**src/rtl/acceptance_rate_tracker_assert.svh**
```systemverilog
// Assertion macros shared by the rate tracker RTL
`ifndef ACCEPTANCE_RATE_TRACKER_ASSERT_SVH
`define ACCEPTANCE_RATE_TRACKER_ASSERT_SVH

// Checked on every rising edge outside reset
`define ART_ASSERT(lbl, prop, msg) \
  lbl: assert property (@(posedge clk) disable iff (rst) prop) else $error(msg);

// Checked on every rising edge, reset included
`define ART_ASSERT_ALWAYS(lbl, prop, msg) \
  lbl: assert property (@(posedge clk) prop) else $error(msg);

`endif

```
**src/rtl/art_ram.sv**
```systemverilog
// Generic simple dual-port RAM with registered read
`timescale 1ns / 1ps
module art_ram #(
  parameter int WIDTH = 16,
  parameter int DEPTH = 256,
  localparam int AW = (DEPTH > 1) ? $clog2(DEPTH) : 1
) (
  input  logic             clk,
  input  logic             we,
  input  logic [AW-1:0]    waddr,
  input  logic [WIDTH-1:0] wdata,
  input  logic             re,
  input  logic [AW-1:0]    raddr,
  output logic [WIDTH-1:0] rdata
);

  logic [WIDTH-1:0] mem [DEPTH];

  always_ff @(posedge clk) begin
    if (we) begin
      mem[waddr] <= wdata;
    end
    if (re) begin
      rdata <= mem[raddr];
    end
  end

endmodule

```
**config.mk**
```make
export PLATFORM = sky130hd
export DESIGN_NAME = art_ram
export DESIGN_NICKNAME = d
export VERILOG_FILES = /design/src/rtl/acceptance_rate_tracker_assert.svh /design/src/rtl/art_ram.sv
export SDC_FILE = /design/constraint.sdc
export NUM_CORES = 2
export LEC_CHECK = 0
export ABC_CLOCK_PERIOD_IN_PS = 2900
export BUFFER_PORTS_ARGS = -buffer_cell sky130_fd_sc_hd__buf_2
export CAP_MARGIN = 40
export CORE_AREA = 2 2 606 759
export CTS_CLUSTER_DIAMETER = 100
export DETAILED_ROUTE_END_ITERATION = 7
export DIE_AREA = 0 0 608 761
export HOLD_SLACK_MARGIN = 0.08
export SYNTH_ARGS = -nofsm -noshare
export SYNTH_HDL_FRONTEND = slang
export SYNTH_SLANG_ARGS = --single-unit
```
**constraint.sdc**
```tcl
create_clock -name clk -period 2.9 [get_ports clk]
set_clock_uncertainty 0.2 [all_clocks]
set_input_delay 0.435 -clock clk [delete_from_list [all_inputs] [get_ports clk]]
set_output_delay 0.435 -clock clk [all_outputs]
set_load 0.1 [all_outputs]
```
==> out/metrics.yaml <==
detailed_routing:
  drt_iter0_drc: 9092
  wirelength_mm: 448
  wl_per_cell_um: 30.3
  vias: 80697
  via_per_inst: 5.45
  drc: 0
  drt_first_pass_iters: 5
  ant_nets: 0
logic_synthesis:
  synthCells: 7360
  synth.distinct_cells: 51
  synth-seq-area-share_pct: 77.7
  synth_nets: 7395
  netlist_area_um2: 159000
  yosys_warnings: 0
  ys_ff_latch: 4112
  synth-xor-area-share_pct: 0
  ys_async_sr_fraction_pct: 0
  synthSimpleGateAreaFrac_pct: 1.57
  yosysMostFrequentCell: "edfxtp_1"
  avgSynthCellArea_um2: 21.6
  synth_compound_area_share_pct: 3.53
  synthFlopType: "edfxtp_1"
  synth_edf_count: 4112
  synth_top_family_by_area: "multiplexers"
  yosys.area.top_type: "edfxtp_1"
  synth.top_cell.area_share_pct: 77.7
  yosys-top-cells-count: "edfxtp_1, mux4_2, mux2i_1"
  synth_mux_area_share_pct: 15.5
  synthAdderAreaFrac_pct: 0
  synth.area.top_cells: "edfxtp_1, mux4_2, mux2i_1"
run_status:
  violations: "negative setup slack"
  outcome: "complete, but fails checks"
clock_tree:
  cts_made_buffers: 393
  clock-root-buffer: "clkbuf_16"
  clockBufferDepth: 4
  cts_htree_levels: 5
  clk_pin_slew_ns: 0.06
  cts_setup_buffers: 0
  cts_sinks: 4112
  clock_latency_ns: 0.95
  cts_tree: "yes"
timing:
  setup_slack_ns: -0.0680
  worst_slew_pin_slew_ns: 0.903
  slew_violations: 0
  min_period_ns: 2.97
  rsz0062_at_grt: "yes"
  holdWs_ns: 0.163
  setup_viol: 1
  hold_violations: 0
  setup_tns_ns: -0.0680
  max_freq_ghz: 0.337
  slew_headroom_pct: 39.8
  period_share_pct: 102
setup_path:
  cp_max_fo: 21
  crit_arrival_ns: 3.50
  end_kind: "flip-flop"
  reg2reg_depth: 5
  critPathKind: "in -> reg"
  cp.required_ns: 3.43
  worstSetupStartpointType: "input pin"
floorplan:
  die-area_um2: 463000
  ioPinCount: 51
  start_util_pct: 34.8
  die_h_um: 761
  core_um2: 456000
  dieWidth_um: 608
  rows: 278
grt:
  grt-ovfl-total: 0
  grt_pass1_wl_mm: 631
  antenna_found_initial: 26
  grt_usage_pct: 19.0
  grt_max_degree: 113
  grt_pass1_vias: 82633
placed_design:
  place.gp.congestion: 0.919
  dp_hpwl_mm: 291
  port_buffers: 50
  dpl_worst_slack_ns: -1.30
power_and_ir_drop:
  combPwrFrac_pct: 5.9
  p_clk_share_pct: 41.0
  p_sw_w: 0.0267
  p_int_w: 0.0969
  power.density_nw_per_um2: 657
  seqPwrFrac_pct: 53.1
  swShare_pct: 21.6
  leakage_nw: 60.3
  irDropWorstVdd_v: 0.000438
min_path:
  min_path_cells: 4
  hp-class: "in -> reg"
job:
  maxCapViolCount: 0
cells_and_area:
  fin_nets: 8485
  drive_above_1_share_pct: 30.3
  area_delta_synth_final_pct: 18.4
  final_core_util_pct: 41.2
cell usage in the layout, fill, tap and decap left out, types with 28 or more instances in the layout:
| cell | synthesis | routed |
|---|---|---|
| a21oi_1 | 175 | 170 |
| mux2_2 | 88 | 88 |
| buf_12 | 5 | 200 |
| clkbuf_1 | 230 | 82 |
| buf_2 | 76 | 29 |
| a22oi_1 | 43 | 40 |
| nor3_1 | 92 | 90 |
| clkbuf_16 | 0 | 400 |
| a221oi_1 | 28 | 28 |
| clkinv_1 | 0 | 89 |
| clkinv_2 | 0 | 57 |
| mux2i_1 | 565 | 565 |
| o221ai_1 | 252 | 250 |
| nor2_1 | 304 | 254 |
| bufinv_16 | 0 | 37 |
| buf_4 | 26 | 872 |
| o22ai_1 | 148 | 146 |
| o21ai_0 | 37 | 34 |
| edfxtp_1 | 4112 | 4112 |
| mux4_2 | 797 | 797 |
| nor2_2 | 0 | 50 |
| a22o_1 | 32 | 31 |
| nand2_1 | 38 | 38 |
sequential cells by signal, indices dropped and copies added (netlist names):
name,cells
rdata,16
mem,4096
path summary, 6_finish.rpt:
check / start / end / slack, ns
worst max-delay path: raddr[0] / rdata[8] / -0.07
worst min-delay path: waddr[2] / mem[174][6] / 0.16
worst max register to register: mem[55][2] / rdata[2] / 0
worst min register to register: mem[114][13] / rdata[13] / 1.04
cell type report:
cell class                 count  area [um2]
antenna                       17        42.5
clock buffer                 481       10300
clock inverter               225        2220
fill                       39594      268000
inverter                       4        27.5
multi-input combinational   2792       33100
sequential                  4112      123000
tap                         6020        7530
timing repair buffer        1147       11300
critical path, stage by stage:
cell and delay [ns]:
buf_12 0.15, buf_12 0.19, buf_4 0.20, buf_12 0.23, buf_4 0.33, mux2i_1 0.12
o221ai_1 0.23, o22ai_1 0.14, a21oi_2 0.43, nand4_1 0.52, nor4_2 0.42
power groups by stage:
| stage | Clock, W | Combinational, W | Sequential [W] |
|---|---|---|---|
| after global routing | 0.0536 | 0.00761 | 0.0656 |
| after floorplan | 0 | 0.00323 | 0.0670 |
| after detailed placement | 0 | 0.00724 | 0.0669 |
| final | 0.0507 | 0.00731 | 0.0656 |
| after global placement | 0 | 0.00713 | 0.0669 |
| after CTS | 0.0515 | 0.00731 | 0.0656 |
timing repair:
item,in CTS,in global routing
hold endpoints to repair,2717,0
cloned,0,1
resized for setup,20,22
setup endpoints to repair,10,11
hold buffers,19,0
kinds of logic after synthesis:
kind of cell / after synthesis
mux: 1450
compound gates: 786
flops: 4112
buf+inv: 456
simple gates: 556
through the flow:
step,total power (W),area [um2],instances
after detailed placement,0.0742,175000,14055
final,0.124,188000,14798
after global placement,0.0740,175000,14055
after CTS,0.124,188000,14780
after global routing,0.127,188000,14782
after floorplan,0.0703,159000,7360
per-layer routing:
layer | global-route usage (%) | routed length (um) | part of all wire, % | vias up
met1 | 23.4 | 167000 | 37 | 43088
met2 | 32.9 | 227000 | 51 | 3360
met3 | 3.16 | 32500 | 7.3 | 733
li1 | - | - | - | 33502
met5 | 0 | 103 | 0.023 | -
met4 | 8.26 | 21900 | 4.9 | 14
Note: power is estimated with default switching activity, not from simulation.
