### config.mk
export PLATFORM = sky130hd
export DESIGN_NAME = art_blend
export DESIGN_NICKNAME = d
export VERILOG_FILES = /design/src/rtl/acceptance_rate_tracker_assert.svh /design/src/rtl/art_pkg.sv /design/src/rtl/art_blend.sv
export SDC_FILE = /design/constraint.sdc
export NUM_CORES = 1
export LEC_CHECK = 0
export BUFFER_PORTS_ARGS = -buffer_cell sky130_fd_sc_hd__buf_2
export CELL_PAD_IN_SITES_DETAIL_PLACEMENT = 0
export CELL_PAD_IN_SITES_GLOBAL_PLACEMENT = 1
export CORE_UTILIZATION = 40
export DETAILED_ROUTE_END_ITERATION = 8
export GPL_TIMING_DRIVEN = 0
export PLACE_DENSITY_LB_ADDON = 0.1
export SETUP_SLACK_MARGIN = 0.4
export SLEW_MARGIN = 10
export SYNTH_ARGS = -nofsm -noshare
export SYNTH_HDL_FRONTEND = slang
export SYNTH_SLANG_ARGS = --single-unit
### constraint.sdc
create_clock -name clk -period 18.51 [get_ports clk]
set_clock_uncertainty 0.15 [all_clocks]
set_input_delay 3.702 -clock clk [delete_from_list [all_inputs] [get_ports clk]]
set_output_delay 3.702 -clock clk [all_outputs]
set_load 0.05 [all_outputs]
### src/rtl/acceptance_rate_tracker_assert.svh
// Assertion macros shared by the rate tracker RTL
`ifndef ACCEPTANCE_RATE_TRACKER_ASSERT_SVH
`define ACCEPTANCE_RATE_TRACKER_ASSERT_SVH

// Checked on every rising edge outside reset
`define ART_ASSERT(lbl, prop, msg) \
  lbl: assert property (@(posedge clk) disable iff (rst) prop) else $error(msg);

// Checked on every rising edge, reset included
`define ART_ASSERT_ALWAYS(lbl, prop, msg) \
  lbl: assert property (@(posedge clk) prop) else $error(msg);

`endif

### src/rtl/art_pkg.sv
// Shared types and constants of the acceptance rate tracker
`timescale 1ns / 1ps
package art_pkg;

  localparam int RATE_W  = 17;
  localparam int CNT_W   = 8;
  localparam int KEY_W   = 64;
  localparam int NUM_W   = 48;
  localparam int TOTAL_W = 32;
  localparam int WLEN_W  = 9;
  localparam int CFG_IDX_W = 2;

  localparam logic [RATE_W-1:0] ONE_Q16     = 17'h10000;
  localparam logic [RATE_W-1:0] ALPHA_RESET = 17'd6554;
  localparam logic [WLEN_W-1:0] WLEN_RESET  = 9'd64;

  localparam int WINDOW_DEPTH_DEF  = 256;
  localparam int TABLE_ENTRIES_DEF = 64;

  typedef enum logic [1:0] {
    OP_RECORD = 2'd0,
    OP_REMOVE = 2'd1,
    OP_QUERY  = 2'd2
  } op_t;

  typedef enum logic [CFG_IDX_W-1:0] {
    CFG_GLOBAL_ALPHA  = 2'd0,
    CFG_REQUEST_ALPHA = 2'd1,
    CFG_WINDOW_LENGTH = 2'd2
  } cfg_idx_t;

  typedef enum logic [4:0] {
    ST_IDLE,
    ST_RATIO_GO,
    ST_RATIO_WAIT,
    ST_GLOB_GO,
    ST_GLOB_WAIT,
    ST_SKIP_GO,
    ST_SKIP_WAIT,
    ST_WIN_RD,
    ST_WIN_WR,
    ST_SCAN,
    ST_TBL_DECIDE,
    ST_ENT_RD,
    ST_ENT_GO,
    ST_ENT_WAIT,
    ST_ENT_WR,
    ST_WRATE_GO,
    ST_WRATE_WAIT,
    ST_TRATE_GO,
    ST_TRATE_WAIT,
    ST_OUT
  } state_t;

  typedef struct packed {
    logic              done;
    logic [RATE_W-1:0] value;
  } unit_res_t;

endpackage

### src/rtl/art_blend.sv
// EMA blend over one shared 17x17 multiplier, two products per update
`timescale 1ns / 1ps
module art_blend import art_pkg::*; (
  input  logic              clk,
  input  logic              rst,
  input  logic              start,
  input  logic [RATE_W-1:0] alpha,
  input  logic [RATE_W-1:0] sample,
  input  logic [RATE_W-1:0] old,
  output unit_res_t         res
);

  localparam int PW = 2 * RATE_W;
  localparam logic [PW-1:0] HALF = PW'(32768);

  logic              v1, v2, v3;
  logic [RATE_W-1:0] a_r, s_r, o_r;
  logic [RATE_W-1:0] mul_a, mul_b;
  logic [PW-1:0]     prod, acc, total;

  assign mul_a = v1 ? a_r : (ONE_Q16 - a_r);
  assign mul_b = v1 ? s_r : o_r;
  assign total = acc + prod;

  always_ff @(posedge clk) begin
    if (rst) begin
      v1       <= 1'b0;
      v2       <= 1'b0;
      v3       <= 1'b0;
      res.done <= 1'b0;
    end else begin
      v1       <= start;
      v2       <= v1;
      v3       <= v2;
      res.done <= v3;
      if (start) begin
        // alpha above one acts as one
        a_r <= (alpha > ONE_Q16) ? ONE_Q16 : alpha;
        s_r <= sample;
        o_r <= old;
      end
      if (v1 || v2) begin
        prod <= mul_a * mul_b;
      end
      if (v2) begin
        acc <= prod + HALF;
      end
      if (v3) begin
        res.value <= total[PW-2:RATE_W-1];
      end
    end
  end

endmodule

==> results of run 1 <==
-- kinds of logic (layout without fill, tap and decap cells) --
| family | count (synthesis) | in the layout | synth area share (%) |
|---|---|---|---|
| mux | 30 | 30 | 2.10 |
| xor+xnor | 92 | 92 | 5.29 |
| compound gates | 119 | 119 | 5.16 |
| flops | 138 | 138 | 27.0 |
| fa+ha+maj | 360 | 360 | 40.6 |
| buf+inv | 303 | 408 | 7.47 |
| simple gates | 440 | 440 | 12.4 |
-- sequential cells by signal, indices dropped and copies added, names as in the netlist --
register and flops:
a_r 17, acc 33, o_r 17, prod 33
res 18, s_r 17, v1 1, v2 1
v3 1
-- cell usage after synthesis (15+ instances only) --
| master | count | area (µm²) |
|---|---|---|
| inv_1 | 278 | 1040 |
| mux2i_1 | 15 | 150 |
| nor2_1 | 177 | 664 |
| nand2_1 | 159 | 597 |
| ha_1 | 137 | 1710 |
| clkbuf_1 | 22 | 82.6 |
| fa_1 | 223 | 4460 |
| xnor2_1 | 63 | 552 |
| edfxtp_1 | 134 | 4020 |
| a21oi_1 | 39 | 195 |
| nor2b_1 | 31 | 194 |
| o21ai_0 | 19 | 95.1 |
| xor2_1 | 29 | 254 |
| mux2_2 | 15 | 169 |
-- stage by stage --
step / cell area (µm²) / setup WS (ns) / std cells
2_1_floorplan: 15200 / 10.74 / 1482
3_3_place_gp: 16200 / 8.49 / 2064
3_5_place_dp: 16300 / 8.75 / 2066
4_1_cts: 16900 / 8.72 / 2098
5_1_grt: 16900 / 8.29 / 2098
6_report: 16900 / 8.75 / 2098
-- area by class of cell --
type | count | area, µm²
Buffer | 25 | 93.8
Clock buffer | 18 | 429
Clock inverter | 14 | 163
Fill cell | 3661 | 20700
Inverter | 278 | 1040
Multi-Input combinational cell | 1041 | 10000
Sequential cell | 138 | 4100
Tap cell | 511 | 639
Timing Repair Buffer | 73 | 403
-- path summary, 6_finish.rpt --
check	to	from	depth (start not counted)
min	acc[13]	prod[13]	0
max	prod[31]	a_r[0]	27
max reg2reg	prod[31]	a_r[0]	27
min reg2reg	acc[13]	prod[13]	0
-- layer usage --
metal / up-vias / routed length (µm) / global-route usage [%] / part of all wire [%]
li1: 4907 / - / - / -
met1: 4935 / 17400 / 27.3 / 47
met2: 239 / 17000 / 33.9 / 45
met3: 43 / 2080 / 5.24 / 5.6
met4: 0 / 907 / 6.40 / 2.4
met5: - / 0 / 0 / 0
-- critical path, cell delays in order, from the launching register on --
cell and delay, ns:
edfxtp_1 0.36, clkbuf_1 0.32, inv_1 0.16, clkbuf_1 0.65, ha_1 0.29, nand2b_1 0.11, nor3b_2 0.41, a31oi_1 0.20
xnor2_1 1.06, nor2_1 0.20, fa_1 0.59, inv_1 0.06, fa_1 0.49, fa_1 0.52, inv_1 0.05, fa_1 0.55
fa_1 0.42, fa_1 0.44, ha_1 0.35, a21oi_1 0.13, o21ai_0 0.15, a221oi_1 0.55, a31o_2 0.31, o21ai_0 0.17
o41a_1 0.38, a21oi_1 0.15, o21ai_0 0.10, xnor2_1 0.15
==> flow_metrics.env, run 1 <==
export IMPL_path_class="register to register"
export IMPL_wl_per_cell_um=17.8
export IMPL_die_width_um=197
export IMPL_grt_start_max_net_pins=34
export IMPL_synth_area_um2=15200
export IMPL_hold_class="register to register"
export IMPL_cts_resized=0
export IMPL_cts_hold_fix_buffers=0
export IMPL_cp_end_kind="register"
export IMPL_ys_types=50
export IMPL_layout_commonest_cell="inv_1"
export IMPL_synth_seq_cells=138
export IMPL_ant_nets=0
export IMPL_arrival_ns=9.80
export IMPL_drv_slew=0
export IMPL_synth_edff_count=134
export IMPL_post_route_util_pct=45.0
export IMPL_tns_ns=0
export IMPL_yosysSeqAreaShare_pct=27.0
export IMPL_fmax_mhz=102
export IMPL_crit_path_start_kind="register"
export IMPL_drive_above_1_share_pct=8.32
export IMPL_pin_count=72
export IMPL_status="finished clean"
export IMPL_hpwl_um=30500
export IMPL_synthFlopType="edfxtp_1"
export IMPL_grt_total_usage_pct=20.8
export IMPL_async_flop_share_pct=0
export IMPL_route_detailed_drc=0
export IMPL_maxSlewHeadroom_pct=11.0
export IMPL_die_height_um=197
export IMPL_initial_utilization_pct=40.5
export IMPL_antenna_found_initial=0
export IMPL_drt_pass1_iter_count=5
export IMPL_post_cts_buffers=0
export IMPL_ys_warnings_count=0
export IMPL_syn_nets=1896
export IMPL_worstPathRequired_ns=18.55
export IMPL_io_buffers=71
export IMPL_numCtsBuffers=17
export IMPL_setup_violations_final=0
export IMPL_cts_tree="built"
export IMPL_num_nets_final=1988
export IMPL_cts_reportedPaths_clkPinSlew_ns=0.07
export IMPL_num_antenna_cells=0
export IMPL_grt_pass1_wl_um=60200
export IMPL_final_cell_mix="inv_1, fa_1, nor2_1, nand2_1, ha_1"
export IMPL_netlist_instances=1482
export IMPL_tightest_slew_ns=1.30
export IMPL_vias_per_cell=4.83
export IMPL_syn_to_final_growth_pct=11.0
export IMPL_rsz0062_at_grt="no"
export IMPL_grt_pass1_vias=10919
export IMPL_r2r_setup_slack_ns=8.75
export IMPL_clk_latency_ns=0.46
export IMPL_vias=10124
export IMPL_cts_buffer_depth=2
export IMPL_gp_congestion=0.855
export IMPL_drv_cap=0
export IMPL_drt_initial_drc_count=421
export IMPL_clockRootBuffer="clkbuf_16"
export IMPL_gr_total_overflow=0
export IMPL_clock_sinks=138
export IMPL_cp_max_fo=10
export IMPL_dieArea_um2=38800
export IMPL_period_share_pct=52.7
export IMPL_finalCriticalPeriod_ns=9.76
export IMPL_final_hold_violation_count=0
export IMPL_routed_wl_um=37300
export IMPL_synth_area_per_cell_um2=10.3
export IMPL_cts_max_level=4
export IMPL_whs_ns=0.306
export IMPL_rows=71
export IMPL_coreArea_um2=37600
Power of run 1 is left out: the tool's default activity adds up to more than one toggle a clock period on the data nets, which glitch-free logic cannot reach.
==> inputs of run 2 (changes only) <==
- clock period: 18.51 -> 8.2 ns (I/O delays scaled with it)
==> flow_metrics.env, run 2 (synthesis gave the netlist of run 1 again) <==
export IMPL_status="finished clean"
export IMPL_syn_to_final_growth_pct=18.0
export IMPL_crit_cells=29
export IMPL_drive_above_1_share_pct=15.4
export IMPL_path_class="register to register"
export IMPL_vias_per_cell=4.87
export IMPL_cp_end_kind="register"
export IMPL_final_cell_mix="inv_1, fa_1, nor2_1, nand2_1"
export IMPL_r2r_end="prod[31]"
export IMPL_pin_count=72
export IMPL_gp_congestion=0.855
export IMPL_cts_reportedPaths_clkPinSlew_ns=0.07
export IMPL_top_regs="acc: 33 flops, prod: 33 flops, res: 18 flops"
export IMPL_hpwl_um=30500
export IMPL_clk_latency_ns=0.46
export IMPL_antenna_found_initial=0
export IMPL_numCtsBuffers=17
export IMPL_num_nets_final=2031
export IMPL_grt_start_max_net_pins=34
export IMPL_clockRootBuffer="clkbuf_16"
export IMPL_drv_cap=0
export IMPL_dieArea_um2=38800
export IMPL_grt_total_usage_pct=21.0
export IMPL_critPathBufInv=7
export IMPL_crit_family="adder cells"
export IMPL_crit_path_start_kind="register"
export IMPL_rr_startpoint="a_r[0]"
export IMPL_arrival_ns=7.63
export IMPL_num_antenna_cells=0
export IMPL_gr_total_overflow=0
export IMPL_routed_wl_um=38100
export IMPL_cp_max_fo=10
export IMPL_setup_violations_final=0
export IMPL_cts_buffer_depth=2
export IMPL_cts_tree="built"
export IMPL_hold_class="register to register"
export IMPL_finalNonFillerCells=2141
export IMPL_final_hold_violation_count=0
export IMPL_critPathMaxStageDelay_ns=0.56
export IMPL_tightest_slew_ns=0.874
export IMPL_grt_pass1_wl_um=60900
export IMPL_crit_start="a_r[0]"
export IMPL_clock_sinks=138
export IMPL_whs_ns=0.307
export IMPL_r2r_setup_slack_ns=0.61
export IMPL_r2r_cells=29
export IMPL_period_share_pct=92.6
export IMPL_rsz0062_at_grt="yes"
export IMPL_maxSlewHeadroom_pct=40.6
export IMPL_route_detailed_drc=0
export IMPL_initial_utilization_pct=40.5
export IMPL_io_buffers=71
export IMPL_cts_max_level=4
export IMPL_worstPathRequired_ns=8.24
export IMPL_wl_per_cell_um=17.8
export IMPL_fmax_mhz=132
export IMPL_die_height_um=197
export IMPL_setup_worst_path_end="prod[31]"
export IMPL_ant_nets=0
export IMPL_timing_critical_path_mode_cell="fa_1"
export IMPL_final_design_area_no_fill_um2=18000
export IMPL_die_width_um=197
export IMPL_finalCriticalPeriod_ns=7.59
export IMPL_drt_initial_drc_count=470
export IMPL_crit_slowest_cell="fa_2"
export IMPL_cts_hold_fix_buffers=0
export IMPL_drt_pass1_iter_count=5
export IMPL_rows=71
export IMPL_vias=10422
export IMPL_place_area_um2=16300
export IMPL_layout_commonest_cell="inv_1"
export IMPL_drv_slew=0
export IMPL_grt_pass1_vias=11133
export IMPL_place_inst=2066
export IMPL_coreArea_um2=37600
-- run 2: changes by cell type in the layout (fill, tap and decap cells not counted), moves of 4 or more --
cell	delta
a21oi_1	-7
a21oi_2	+6
buf_4	+45
clkbuf_1	-11
clkbuf_2	+6
mux2i_1	-9
mux2i_4	+8
xnor2_1	-11
xnor2_4	+9
xor2_1	-11
xor2_2	+4
xor2_4	+7
-- run 2: layer usage --
layer	share of wire (%)	vias up	global-route usage [%]
met4	2.7	0	6.89
li1	-	4985	-
met1	46	5128	27.9
met2	46	261	34.2
met3	5.3	48	4.70
met5	0	-	0
-- run 2: final cells by class --
cell class	count	area (µm²)
clock buffer	18	429
multi-input combinational	1041	10700
timing repair buffer	116	746
buffer	25	153
inverter	278	1040
tap	511	639
clock inverter	14	163
fill	3550	19600
sequential	138	4100
-- run 2: worst min path at each step --
stage / startpoint / depth (start not counted) / end / slack [ns]
detailed placement: v2 / 1 / v3 / 0.30
floorplan: prod[0] / 0 / acc[0] / 0.28
CTS: prod[13] / 0 / acc[13] / 0.31
global placement: prod[0] / 0 / acc[0] / 0.29
finish: prod[13] / 0 / acc[13] / 0.31
global route: v2 / 1 / v3 / 0.33
-- run 2: worst register-to-register path, delay by kind of cell, from the launching register on --
kind                       cells  cell delay, ns
buffers and inverters          7            0.93
xor gates and xnor gates       2            0.35
DFF                            1            0.37
adders and majority gates      8            3.56
AOI/OAI and AO/OA              8            1.58
and+or+nand+nor                4            0.39
-- run 2: timing repair --
action / 4_1_cts / 5_1_grt
setup buffers: 24 / 19
pin swaps: 13 / 20
endpoints found under the setup margin: 21 / 12
resized for setup: 90 / 43
-- run 2: through the flow --
step | worst slack (ns) | TNS [ns] | util [%]
after floorplan | 0.427 | 0 | -
after global placement | -1.82 | -20.12 | 43.2
after detailed placement | -1.56 | -16.35 | 43.4
after CTS | 0.363 | 0 | 46.9
after global routing | 0.350 | 0 | 47.8
final | 0.606 | 0 | 47.8
Power of run 2 is left out for the same reason.
==> inputs of run 3 (changes only) <==
- clock period: 8.2 -> 8.1 ns (I/O delays scaled with it)
==> flow_metrics.env, run 3 (synthesis gave the netlist of run 1 again) <==
export IMPL_clk_latency_ns=0.46
export IMPL_rows=71
export IMPL_finalCriticalPeriod_ns=7.54
export IMPL_place_inst=2066
export IMPL_worstPathRequired_ns=8.15
export IMPL_r2r_setup_slack_ns=0.56
export IMPL_r2r_end="prod[31]"
export IMPL_rr_startpoint="a_r[0]"
export IMPL_syn_to_final_growth_pct=20.7
export IMPL_tightest_slew_ns=0.823
export IMPL_clock_sinks=138
export IMPL_gr_total_overflow=0
export IMPL_grt_pass1_vias=11027
export IMPL_min_from="prod[11]"
export IMPL_gp_congestion=0.852
export IMPL_numCtsBuffers=17
export IMPL_num_antenna_cells=0
export IMPL_drt_initial_drc_count=588
export IMPL_hold_class="register to register"
export IMPL_clockRootBuffer="clkbuf_16"
export IMPL_ant_nets=0
export IMPL_post_route_util_pct=48.9
export IMPL_hpwl_um=30400
export IMPL_grt_pass1_wl_um=60700
export IMPL_drv_slew=0
export IMPL_drive_above_1_share_pct=18.6
export IMPL_cts_reportedPaths_clkPinSlew_ns=0.06
export IMPL_cts_max_level=4
export IMPL_vias=10620
export IMPL_whs_path_depth=0
export IMPL_route_detailed_drc=0
export IMPL_n_fill_cell=3470
export IMPL_finalNonFillerCells=2171
export IMPL_routed_wl_um=38600
export IMPL_coreArea_um2=37600
export IMPL_io_buffers=71
export IMPL_cp_max_fo=6
export IMPL_wl_per_cell_um=17.8
export IMPL_rsz0062_at_grt="yes"
export IMPL_layout_commonest_cell="inv_1"
export IMPL_seqCellArea_um2=4100
export IMPL_fmax_mhz=133
export IMPL_grt_start_max_net_pins=35
export IMPL_cp_end_kind="register"
export IMPL_drv_cap=0
export IMPL_holdPathEnd="acc[11]"
export IMPL_vias_per_cell=4.89
export IMPL_grt_total_usage_pct=21.1
export IMPL_crit_slowest_cell="fa_1"
export IMPL_num_nets_final=2061
export IMPL_crit_path_start_kind="register"
export IMPL_die_width_um=197
export IMPL_cts_tree="built"
export IMPL_critPathMaxStageDelay_ns=0.58
export IMPL_cts_buffer_depth=2
export IMPL_die_height_um=197
export IMPL_final_cell_mix="inv_1, fa_1, nor2_1, nand2_1, edfxtp_1"
export IMPL_multiInputGateArea_um2=10900
export IMPL_dieArea_um2=38800
export IMPL_r2r_cells=30
export IMPL_status="finished clean"
export IMPL_top_regs="acc: 33 flops, prod: 33 flops, res: 18 flops"
export IMPL_pin_count=72
export IMPL_timing_critical_path_mode_cell="fa_1"
export IMPL_arrival_ns=7.59
export IMPL_maxSlewHeadroom_pct=44.1
export IMPL_drt_pass1_iter_count=5
export IMPL_period_share_pct=93.1
export IMPL_setup_violations_final=0
export IMPL_path_class="register to register"
export IMPL_tns_ns=0
export IMPL_initial_utilization_pct=40.5
export IMPL_antenna_found_initial=0
export IMPL_final_hold_violation_count=0
export IMPL_cts_hold_fix_buffers=0
==> run 3: worst max-delay path by stage <==
| stage | start | to | slack, ns | cells past startpoint |
|---|---|---|---|---|
| floorplan | a_r[0] | prod[31] | 0.47 | 27 |
| global placement | a_r[0] | prod[31] | -1.59 | 29 |
| detailed placement | a_r[0] | prod[31] | -1.62 | 29 |
| CTS | a_r[0] | prod[31] | 0.39 | 30 |
| global route | a_r[1] | prod[32] | 0.34 | 26 |
| finish | a_r[0] | prod[31] | 0.56 | 30 |
==> run 3: stage by stage <==
stage	instance area, µm²	setup slack (ns)	hold WS (ns)
3_3_place_gp	16200	-1.59	0.296
4_1_cts	17800	0.386	0.315
6_report	18400	0.558	0.309
2_1_floorplan	15200	0.468	0.277
5_1_grt	18400	0.343	0.334
3_5_place_dp	16300	-1.62	0.297
==> run 3: layout make-up <==
| cell class | count | share of cell area, % |
|---|---|---|
| buffer | 25 | 0.926 |
| clock buffer | 18 | 2.34 |
| clock inverter | 14 | 0.878 |
| inverter | 278 | 5.69 |
| multi-input combinational | 1041 | 59.1 |
| sequential | 138 | 22.3 |
| tap | 511 | 3.48 |
| timing repair buffer | 146 | 5.28 |
==> run 3: repair_timing <==
item                                    CTS  global route
endpoints found under the setup margin   22            13
gates cloned                              0             0
resized for setup                       118            63
buffers inserted                         35            38
pin swaps                                19            38
==> run 3: worst max-delay path: cells and delay by family (launching register included) <==
family / cells / cell delay (ns)
buffers and inverters: 8 / 0.69
AOI/OAI and AO/OA: 8 / 1.57
adders and majority gates: 8 / 3.49
DFF: 1 / 0.40
and+or+nand+nor: 4 / 0.55
xor gates and xnor gates: 2 / 0.41
==> run 3: routing by layer <==
metal	GRT usage (%)	vias up	share of wire, %
met3	3.19	64	4.4
met4	7.24	0	2.9
met2	34.4	256	46
met5	0	-	0
met1	28.7	5251	47
li1	-	5049	-
Power of run 3 is left out for the same reason.
