===== config.mk =====
export PLATFORM = sky130hd
export DESIGN_NAME = art_div
export DESIGN_NICKNAME = d
export VERILOG_FILES = /design/src/rtl/acceptance_rate_tracker_assert.svh /design/src/rtl/art_pkg.sv /design/src/rtl/art_div.sv
export SDC_FILE = /design/constraint.sdc
export NUM_CORES = 1
export LEC_CHECK = 0
export CAP_MARGIN = 30
export CORE_ASPECT_RATIO = 0.7
export CORE_MARGIN = 1
export CORE_UTILIZATION = 59
export CTS_CLUSTER_SIZE = 16
export DETAILED_ROUTE_END_ITERATION = 10
export DONT_BUFFER_PORTS = 1
export PLACE_DENSITY = 0.78
export SYNTH_ARGS = -nofsm -noshare
export SYNTH_HDL_FRONTEND = slang
export SYNTH_SLANG_ARGS = --single-unit

===== constraint.sdc =====
create_clock -name clk -period 6.9 [get_ports clk]
set_input_delay 1.035 -clock clk [delete_from_list [all_inputs] [get_ports clk]]
set_output_delay 1.035 -clock clk [all_outputs]
set_load 0.02 [all_outputs]

===== src/rtl/acceptance_rate_tracker_assert.svh =====
// Assertion macros shared by the rate tracker RTL
`ifndef ACCEPTANCE_RATE_TRACKER_ASSERT_SVH
`define ACCEPTANCE_RATE_TRACKER_ASSERT_SVH

// Checked on every rising edge outside reset
`define ART_ASSERT(lbl, prop, msg) \
  lbl: assert property (@(posedge clk) disable iff (rst) prop) else $error(msg);

// Checked on every rising edge, reset included
`define ART_ASSERT_ALWAYS(lbl, prop, msg) \
  lbl: assert property (@(posedge clk) prop) else $error(msg);

`endif


===== src/rtl/art_pkg.sv =====
// Shared types and constants of the acceptance rate tracker
`timescale 1ns / 1ps
package art_pkg;

  localparam int RATE_W  = 17;
  localparam int CNT_W   = 8;
  localparam int KEY_W   = 64;
  localparam int NUM_W   = 48;
  localparam int TOTAL_W = 32;
  localparam int WLEN_W  = 9;
  localparam int CFG_IDX_W = 2;

  localparam logic [RATE_W-1:0] ONE_Q16     = 17'h10000;
  localparam logic [RATE_W-1:0] ALPHA_RESET = 17'd6554;
  localparam logic [WLEN_W-1:0] WLEN_RESET  = 9'd64;

  localparam int WINDOW_DEPTH_DEF  = 256;
  localparam int TABLE_ENTRIES_DEF = 64;

  typedef enum logic [1:0] {
    OP_RECORD = 2'd0,
    OP_REMOVE = 2'd1,
    OP_QUERY  = 2'd2
  } op_t;

  typedef enum logic [CFG_IDX_W-1:0] {
    CFG_GLOBAL_ALPHA  = 2'd0,
    CFG_REQUEST_ALPHA = 2'd1,
    CFG_WINDOW_LENGTH = 2'd2
  } cfg_idx_t;

  typedef enum logic [4:0] {
    ST_IDLE,
    ST_RATIO_GO,
    ST_RATIO_WAIT,
    ST_GLOB_GO,
    ST_GLOB_WAIT,
    ST_SKIP_GO,
    ST_SKIP_WAIT,
    ST_WIN_RD,
    ST_WIN_WR,
    ST_SCAN,
    ST_TBL_DECIDE,
    ST_ENT_RD,
    ST_ENT_GO,
    ST_ENT_WAIT,
    ST_ENT_WR,
    ST_WRATE_GO,
    ST_WRATE_WAIT,
    ST_TRATE_GO,
    ST_TRATE_WAIT,
    ST_OUT
  } state_t;

  typedef struct packed {
    logic              done;
    logic [RATE_W-1:0] value;
  } unit_res_t;

endpackage


===== src/rtl/art_div.sv =====
// Bit-serial Q1.16 ratio divider, one quotient bit per cycle
`timescale 1ns / 1ps
module art_div import art_pkg::*; (
  input  logic             clk,
  input  logic             rst,
  input  logic             start,
  input  logic [NUM_W-1:0] num,
  input  logic [NUM_W-1:0] den,
  output unit_res_t        res
);

  localparam int QW = RATE_W - 1;

  logic                  busy;
  logic [$clog2(QW)-1:0] step;
  logic [NUM_W:0]        rem;
  logic [NUM_W-1:0]      den_r;
  logic [QW-1:0]         quot;
  logic [NUM_W:0]        shifted;
  logic                  take;

  assign shifted = {rem[NUM_W-1:0], 1'b0};
  assign take    = shifted >= {1'b0, den_r};

  always_ff @(posedge clk) begin
    if (rst) begin
      busy     <= 1'b0;
      res.done <= 1'b0;
    end else begin
      res.done <= 1'b0;
      if (start) begin
        if (den == '0) begin
          res.value <= '0;
          res.done  <= 1'b1;
        end else if (num >= den) begin
          res.value <= ONE_Q16;
          res.done  <= 1'b1;
        end else begin
          busy  <= 1'b1;
          step  <= '0;
          rem   <= {1'b0, num};
          den_r <= den;
        end
      end else if (busy) begin
        rem  <= take ? (shifted - {1'b0, den_r}) : shifted;
        quot <= {quot[QW-2:0], take};
        step <= step + 1'b1;
        if (step == $clog2(QW)'(QW - 1)) begin
          busy      <= 1'b0;
          res.value <= {1'b0, quot[QW-2:0], take};
          res.done  <= 1'b1;
        end
      end
    end
  end

endmodule


==> flow_metrics.env, run 1 <==
export IMPL_insertion_delay_ps=430
export IMPL_switching_share=0.3242
export IMPL_cpMaxStageDelayCell="inv_2"
export IMPL_grt_pass1_vias=7169
export IMPL_hold_class="reg -> reg"
export IMPL_area_delta_synth_final_pct=8.341
export IMPL_relSlewSlack=0.3953
export IMPL_required_ps=7170
export IMPL_gp_congestion=0.9345
export IMPL_hold_violations=0
export IMPL_setup_viol=0
export IMPL_syn_area_um2=9646
export IMPL_regArea_um2=4004
export IMPL_grt_max_degree=80
export IMPL_powerDensity_nw_per_um2=283.7
export IMPL_worstMarginPinSlew_ps=898.8
export IMPL_synth_compound_area_share=0.1848
export IMPL_layout_setup_ws_ps=2686
export IMPL_p_int_mw=2.004
export IMPL_synth_ff_type="edfxtp_1"
export IMPL_hpwlAfterDp_um=17890
export IMPL_tritoncts="built"
export IMPL_synth_top_family_by_area="compound AO/OA/AOI/OAI gates"
export IMPL_synth_seq_area_share=0.4151
export IMPL_finalPower_mw=2.965
export IMPL_ctsHoldBuffers=0
export IMPL_synthSimpleGateAreaFrac=0.1343
export IMPL_crit_buf_inv=2
export IMPL_vias=7552
export IMPL_hold_ws_ps=443.4
export IMPL_clk_pin_slew_worst_paths_ps=60
export IMPL_maxCapViolations=0
export IMPL_fin_crit_sh=0.6107
export IMPL_whs_path_depth=0
export IMPL_synth_xor_area_frac=0.03360
export IMPL_antenna_left=0
export IMPL_syn_avg_cell_area_um2=9.704
export IMPL_synth_enable_flop_cells=132
export IMPL_coreArea_um2=15740
export IMPL_dp_cells=1187
export IMPL_initial_core_util=0.6129
export IMPL_synthMuxAreaShare=0.04034
export IMPL_netlist_instances=994
export IMPL_cts_sinks=134
export IMPL_die_area_um2=16870
export IMPL_rsz0062_at_grt="no"
export IMPL_track_usage=0.2889
export IMPL_start_kind="flop"
export IMPL_root_buffer="clkbuf_16"
export IMPL_yosys_warnings=0
export IMPL_switchingPower_mw=0.9613
export IMPL_async_reset_ff_frac=0
export IMPL_synth_nets=1191
export IMPL_peakVddDrop_v=0.0001641
export IMPL_numCtsBuffers=17
export IMPL_comb_power_share=0.315
export IMPL_fmax_mhz=237.3
export IMPL_drtPass1Iterations=6
export IMPL_cts_max_level=4
export IMPL_final_cell_mix="132 x edfxtp_1, 119 x inv_1, 107 x a21oi_1"
export IMPL_drtIter0Drc=735
export IMPL_period_minus_slack_ps=4214
export IMPL_worstSetupPathType="reg -> reg"
export IMPL_die_h_um=109.0
export IMPL_antenna_found_initial=0
export IMPL_arrival_ps=4480
export IMPL_reg2regPathDepth=13
export IMPL_row_count=38
export IMPL_nets=1183
export IMPL_finalMaxSlewViolations=0
export IMPL_grt_ovfl_total=0
export IMPL_final_common_cell="edfxtp_1"
export IMPL_outcome="complete, no violations"
export IMPL_wire_per_inst_um=19.41
export IMPL_synthAdderAreaFrac=0.1279
export IMPL_path_depth=13
export IMPL_cts_resized=0
export IMPL_nFillCells=1260
export IMPL_tns_ps=0
export IMPL_cp_end_kind="flop"
export IMPL_leakage_nw=4.572
export IMPL_dieWidth_um=154.8
export IMPL_routed_wl_um=23680
export IMPL_netlist_cell_type_count=61
export IMPL_cpPeakStageDelay_ps=650
export IMPL_pwr_share_seq=0.357
export IMPL_ioPinCount=117
export IMPL_crit_chain="ha_1, nand2_1, or3_1, a211oi_1, o21ba_1, o21ai_2, a21oi_4, a41oi_2, inv_2, buf_4, nand2_1, or3_1, a32oi_1"
export IMPL_drive_gt1_frac=0.07808
export IMPL_multiInputGateArea_um2=5037
export IMPL_numPortBuffers=0
export IMPL_vias_per_cell=6.190
export IMPL_place_ws_ps=2579
export IMPL_postCtsSetupRepairBufs=0
export IMPL_grt_pass1_wl_um=36960
export IMPL_clockBufferDepth=2
export IMPL_fin_worst_skew_ps=10.89
export IMPL_cp_top_family="compound AO/OA/AOI/OAI gates"
export IMPL_cp_max_fo=50
export IMPL_synth_seq_cells=134
export IMPL_drc=0
export IMPL_clkPwrFrac=0.328
export IMPL_fin_cells=1220
[cells by family after synthesis]
| kind of cell | count (synthesis) |
|---|---|
| mux | 35 |
| compound gates | 280 |
| simple gates | 256 |
| xor+xnor | 37 |
| flops | 134 |
| fa+ha+maj | 98 |
| buf+inv | 154 |
[power groups by stage]
stage | combinational (mW) | clock [mW] | sequential (mW)
global placement | 0.893 | 0 | 1.07
floorplan | 0.740 | 0 | 1.06
detailed placement | 0.911 | 0 | 1.07
global route | 1.03 | 1.02 | 1.07
finish | 0.933 | 0.974 | 1.06
CTS | 0.922 | 0.983 | 1.06
[area by class of cell]
cell class | instances | share of cell area
clock buffer | 19 | 0.04143
multi-input combinational | 706 | 0.4820
timing repair buffer | 6 | 0.004670
tap | 220 | 0.02634
clock inverter | 13 | 0.01868
inverter | 121 | 0.04346
antenna | 1 | 0.0002395
sequential | 134 | 0.3831
[worst paths after layout]
kind / start / to / slack, ps
worst max-delay path: rem[5] / rem[31] / 2690
worst min-delay path: quot[6] / quot[7] / 440
worst max register to register: rem[5] / rem[31] / 2690
worst min register to register: quot[6] / quot[7] / 440
[metal layers]
metal | routed length, um | GRT usage | up-vias
met5 | 108 | 0 | -
li1 | - | - | 3627
met2 | 9856 | 0.4273 | 333
met1 | 10950 | 0.4053 | 3567
met3 | 2553 | 0.1041 | 23
met4 | 206 | 0.06365 | 2
[per-stage QoR]
step | cell area, um2 | util
final | 10450 | 0.6640
after global routing | 10450 | 0.6639
after detailed placement | 9819 | 0.6239
after global placement | 9808 | 0.6232
after floorplan | 9646 | -
after CTS | 10450 | 0.6639
[worst register-to-register path, stage by stage, from the launching register on]
cell and delay, ps:
edfxtp_1 410, ha_1 420, nand2_1 100, or3_1 330
a211oi_1 420, o21ba_1 240, o21ai_2 110, a21oi_4 170
a41oi_2 150, inv_2 650, buf_4 460, nand2_1 90
or3_1 310, a32oi_1 190
[registers in the layout (all words and copies together), names as in the netlist]
| name | count |
|---|---|
| res | 18 |
| step | 4 |
| busy | 1 |
| den_r | 48 |
| rem | 48 |
| quot | 15 |
[cells in the mapped netlist, types with 18 or more instances]
library cell	count	area (um2)
and3_1	23	143.9
nor2_1	69	259.0
ha_1	97	1214
inv_1	119	446.7
a21o_1	53	397.9
edfxtp_1	132	3964
a21oi_1	107	535.5
mux2_2	31	349.1
o21ai_0	41	205.2
nor4_1	19	118.9
nand4_1	18	112.6
xnor2_1	20	175.2
nand2_1	55	206.5
No activity file was read; power rests on OpenSTA's default activity.
==> run 2: changes to the inputs <==
- clock period: 6.9 -> 3.55 ns (I/O delays scaled with it)
==> run 2 against run 1 <==
Flip-flop and latch count unchanged. Clock power grew 93%. Cell area up 3.6%. Critical path type unchanged. Largest power group unchanged. Largest cell class unchanged. Highest routed layer is now met4. Core utilization is 2.4 points higher.
==> flow_metrics.env, run 2 (synthesis gave the netlist of run 1 again) <==
export IMPL_outcome="complete, no violations"
export IMPL_layout_setup_ws_ps=154.7
export IMPL_clkPwrFrac=0.318
export IMPL_coreArea_um2=15740
export IMPL_tns_ps=0
export IMPL_drtPass1Iterations=5
export IMPL_cp_end_kind="flop"
export IMPL_place_ws_ps=77.37
export IMPL_powerDensity_nw_per_um2=546.1
export IMPL_switching_share=0.3242
export IMPL_die_h_um=109.0
export IMPL_row_count=38
export IMPL_wire_per_inst_um=19.67
export IMPL_cp_max_fo=17
export IMPL_hold_class="in -> reg"
export IMPL_drive_gt1_frac=0.1215
export IMPL_leakage_nw=4.741
export IMPL_utilization=0.6882
export IMPL_relSlewSlack=0.3834
export IMPL_r2r_start="rem[15]"
export IMPL_die_area_um2=16870
export IMPL_tritoncts="built"
export IMPL_antenna_found_initial=0
export IMPL_vias=7735
export IMPL_dp_cells=1217
export IMPL_drc=0
export IMPL_cts_max_level=4
export IMPL_final_common_cell="edfxtp_1"
export IMPL_cts_resized=0
export IMPL_antenna_left=0
export IMPL_setup_viol=0
export IMPL_reg2reg_slack_ps=150
export IMPL_hold_start="den[15]"
export IMPL_cts_sinks=134
export IMPL_arrival_ps=3580
export IMPL_ctsHoldBuffers=0
export IMPL_worstMarginPinSlew_ps=921.5
export IMPL_rsz0062_at_grt="no"
export IMPL_gp_congestion=0.9144
export IMPL_root_buffer="clkbuf_16"
export IMPL_track_usage=0.2994
export IMPL_worstSetupPathType="reg -> reg"
export IMPL_switchingPower_mw=1.918
export IMPL_ioPinCount=117
export IMPL_required_ps=3730
export IMPL_dieWidth_um=154.8
export IMPL_numCtsBuffers=17
export IMPL_numPortBuffers=0
export IMPL_top_regs="den_r (48), rem (48), res (18)"
export IMPL_nFillCells=1236
export IMPL_insertion_delay_ps=430
export IMPL_cpMaxStageDelayCell="edfxtp_1"
export IMPL_hold_violations=0
export IMPL_period_minus_slack_ps=3395
export IMPL_pwr_share_seq=0.348
export IMPL_regArea_um2=4004
export IMPL_cp_top_family="compound AO/OA/AOI/OAI gates"
export IMPL_grt_max_degree=80
export IMPL_area_delta_synth_final_pct=12.28
export IMPL_antennaDiodeCount=0
export IMPL_clk_pin_slew_worst_paths_ps=60
export IMPL_grt_pass1_wl_um=38400
export IMPL_grt_pass1_vias=7358
export IMPL_crit_buf_inv=2
export IMPL_drtIter0Drc=829
export IMPL_fin_crit_sh=0.9564
export IMPL_crit_start="rem[15]"
export IMPL_grt_ovfl_total=0
export IMPL_p_int_mw=3.997
export IMPL_final_cell_mix="132 x edfxtp_1, 118 x inv_1, 107 x a21oi_1"
export IMPL_start_kind="flop"
export IMPL_fin_worst_skew_ps=11.44
export IMPL_cpPeakStageDelay_ps=420
export IMPL_finalMaxSlewViolations=0
export IMPL_vias_per_cell=6.193
export IMPL_routed_wl_um=24570
export IMPL_fmax_mhz=294.5
export IMPL_comb_power_share=0.334
export IMPL_initial_core_util=0.6129
export IMPL_crit_chain="ha_2, a21o_1, a31oi_2, o211ai_1, a211o_1, o21ai_2, a21oi_4, a41oi_2, inv_2, buf_4, nor2_1, a21oi_1, mux2_2"
export IMPL_hpwlAfterDp_um=18480
export IMPL_fin_cells=1249
export IMPL_peakVddDrop_v=0.0002607
export IMPL_maxCapViolations=0
export IMPL_clockBufferDepth=2
export IMPL_nets=1213
export IMPL_multiInputGateArea_um2=5119
export IMPL_postCtsSetupRepairBufs=0
## run 2: path summary, 6_finish.rpt
path | endpoint | depth (start not counted)
setup / recovery | rem[40] | 13
hold / removal | den_r[15] | 0
setup reg to reg | rem[40] | 13
hold reg to reg | quot[4] | 0
## run 2: metal layers
layer | GRT usage | part of all wire
met5 | 0 | 0
met4 | 0.09689 | 0.016
met3 | 0.09022 | 0.095
met2 | 0.4470 | 0.43
met1 | 0.4166 | 0.46
## run 2: metrics by stage
step	hold WS, ps	total power, mW	cell area, um2
floorplan	418.0	3.505	9708
global placement	422.3	3.939	10170
detailed placement	424.5	3.984	10170
CTS	175.7	5.881	10790
global route	173.6	6.196	10830
finish	191.2	5.914	10830
## run 2: power by group through the flow
stage / clock network (mW) / logic (mW) / registers, mW
2_1_floorplan: 0 / 1.45 / 2.06
3_3_place_gp: 0 / 1.86 / 2.08
3_5_place_dp: 0 / 1.90 / 2.09
4_1_cts: 1.90 / 1.93 / 2.06
5_1_grt: 1.95 / 2.17 / 2.07
6_report: 1.88 / 1.98 / 2.06
## run 2: final cells by class
class / count / area share
Inverter: 121 / 0.04240
Clock inverter: 10 / 0.01329
Tap cell: 220 / 0.02542
Multi-Input combinational cell: 706 / 0.4726
Sequential cell: 134 / 0.3697
Timing Repair Buffer: 36 / 0.03189
Clock buffer: 22 / 0.04471
==> run 3: changes to the inputs <==
- CORE_UTILIZATION: 59 -> 45
- PLACE_DENSITY: 0.78 -> unset
==> run 3 against run 2 <==
Core utilization fell by 16 points. Critical path depth unchanged. Die area is 31% higher. Flip-flop and latch count unchanged. Clock power barely moved. Wire length is 4.2% higher. Worst hold slack got worse by 3.1 ps. Non-clock buffer count shrank 2. Register-to-register slack got worse by 20 ps. Combinational power is essentially flat. Count of clock-buffer cells in the layout is 4 lower. Critical path type unchanged. Highest routed layer unchanged.
==> flow_metrics.env, run 3 (synthesis gave the netlist of run 1 again) <==
export IMPL_regArea_um2=4004
export IMPL_powerDensity_nw_per_um2=544.2
export IMPL_period_minus_slack_ps=3420
export IMPL_hold_violations=0
export IMPL_die_area_um2=22030
export IMPL_wire_per_inst_um=19.65
export IMPL_reg2regPathDepth=13
export IMPL_numPortBuffers=0
export IMPL_grt_pass1_vias=7197
export IMPL_tns_ps=0
export IMPL_gp_congestion=0.9219
export IMPL_grt_max_degree=80
export IMPL_cpMaxStageDelayCell="edfxtp_1"
export IMPL_ctsHoldBuffers=0
export IMPL_cts_sinks=134
export IMPL_area_delta_synth_final_pct=13.75
export IMPL_top_regs="den_r (48), rem (48), res (18)"
export IMPL_die_h_um=124.5
export IMPL_final_common_cell="edfxtp_1"
export IMPL_drtIter0Drc=630
export IMPL_row_count=44
export IMPL_insertion_delay_ps=440
export IMPL_fmax_mhz=292.4
export IMPL_antennaDiodeCount=0
export IMPL_start_kind="flop"
export IMPL_fin_worst_skew_ps=10.80
export IMPL_drc=0
export IMPL_grt_pass1_wl_um=39510
export IMPL_relSlewSlack=0.3324
export IMPL_clk_pin_slew_worst_paths_ps=60
export IMPL_final_cell_mix="132 x edfxtp_1, 118 x inv_1, 107 x a21oi_1"
export IMPL_cp_top_family="compound AO/OA/AOI/OAI gates"
export IMPL_cp_max_fo=26
export IMPL_fin_crit_sh=0.9633
export IMPL_postCtsSetupRepairBufs=0
export IMPL_required_ps=3730
export IMPL_path_depth=13
export IMPL_multiInputGateArea_um2=5175
export IMPL_antenna_left=0
export IMPL_utilization=0.5258
export IMPL_arrival_ps=3600
export IMPL_finalMaxSlewViolations=0
export IMPL_worstMarginPinSlew_ps=997.6
export IMPL_nets=1211
export IMPL_initial_core_util=0.4623
export IMPL_cp_end_kind="flop"
export IMPL_place_area_um2=10230
export IMPL_cpPeakStageDelay_ps=410
export IMPL_clockBufferDepth=2
export IMPL_ioPinCount=117
export IMPL_crit_buf_inv=2
export IMPL_vias=7462
export IMPL_routed_wl_um=25610
export IMPL_leakage_nw=4.756
export IMPL_hpwlAfterDp_um=19210
export IMPL_antenna_found_initial=1
export IMPL_root_buffer="clkbuf_16"
export IMPL_outcome="complete, no violations"
export IMPL_nFillCells=1895
export IMPL_fin_area_um2=10970
export IMPL_maxCapViolations=0
export IMPL_layout_setup_ws_ps=130.2
export IMPL_setup_viol=0
export IMPL_hold_class="in -> reg"
export IMPL_track_usage=0.2352
export IMPL_place_ws_ps=-84.56
export IMPL_crit_chain="ha_1, a21oi_1, o21ai_0, a31o_2, o21ba_1, o21ai_4, a21oi_4, a41oi_2, inv_2, buf_12, and4b_1, mux2i_1, a32oi_1"
export IMPL_whs_path_depth=0
export IMPL_vias_per_cell=5.727
export IMPL_worstSetupPathType="reg -> reg"
export IMPL_grt_ovfl_total=0
export IMPL_dieWidth_um=177.0
export IMPL_drtPass1Iterations=5
export IMPL_drive_gt1_frac=0.1217
export IMPL_cts_max_level=4
export IMPL_peakVddDrop_v=0.0003517
export IMPL_coreArea_um2=20870
export IMPL_tritoncts="built"
export IMPL_numCtsBuffers=17
[run 3: per-layer routing]
metal | track usage | share of wire | up-vias
met1 | 0.3641 | 0.52 | 3552
li1 | - | - | 3682
met5 | 0 | 0 | -
met2 | 0.3226 | 0.41 | 211
met3 | 0.05678 | 0.070 | 17
met4 | 0.05730 | 0.0082 | 0
[run 3: area by class of cell]
type                    count  area share
multi-input cells         706      0.4717
flip-flops and latches    134      0.3649
inverters                 121     0.04185
clock buffers              18     0.03912
repair buffers             34     0.03284
well taps                 276     0.03147
clock inverters            14     0.01813
[run 3: what timing repair did]
| action | CTS | global route |
|---|---|---|
| endpoints found under the setup margin | 1 | 30 |
| pin swaps | 0 | 1 |
| cloned | 0 | 1 |
| resized for setup | 2 | 17 |
[run 3: through the flow]
stage | hold WS, ps | cells | power (mW)
floorplan | 418.0 | 994 | 3.505
global placement | 420.8 | 1270 | 3.991
detailed placement | 427.6 | 1270 | 3.996
CTS | 168.8 | 1302 | 5.932
global route | 164.6 | 1303 | 6.297
finish | 188.1 | 1303 | 5.971
[run 3: worst paths after layout]
check,startpoint,end,slack [ps]
setup / recovery,rem[7],rem[46],130
hold / removal,den[12],den_r[12],190
setup reg to reg,rem[7],rem[46],130
hold reg to reg,quot[2],quot[3],440
[run 3: power breakdown]
group / leakage [nW] / total (mW) / internal [mW] / switching, mW
sequential: 1.25 / 2.06 / 1.96 / 0.0959
combinational: 3.20 / 2.00 / 0.862 / 1.14
clock: 0.305 / 1.91 / 1.18 / 0.729
total: 4.76 / 5.97 / 4.01 / 1.97
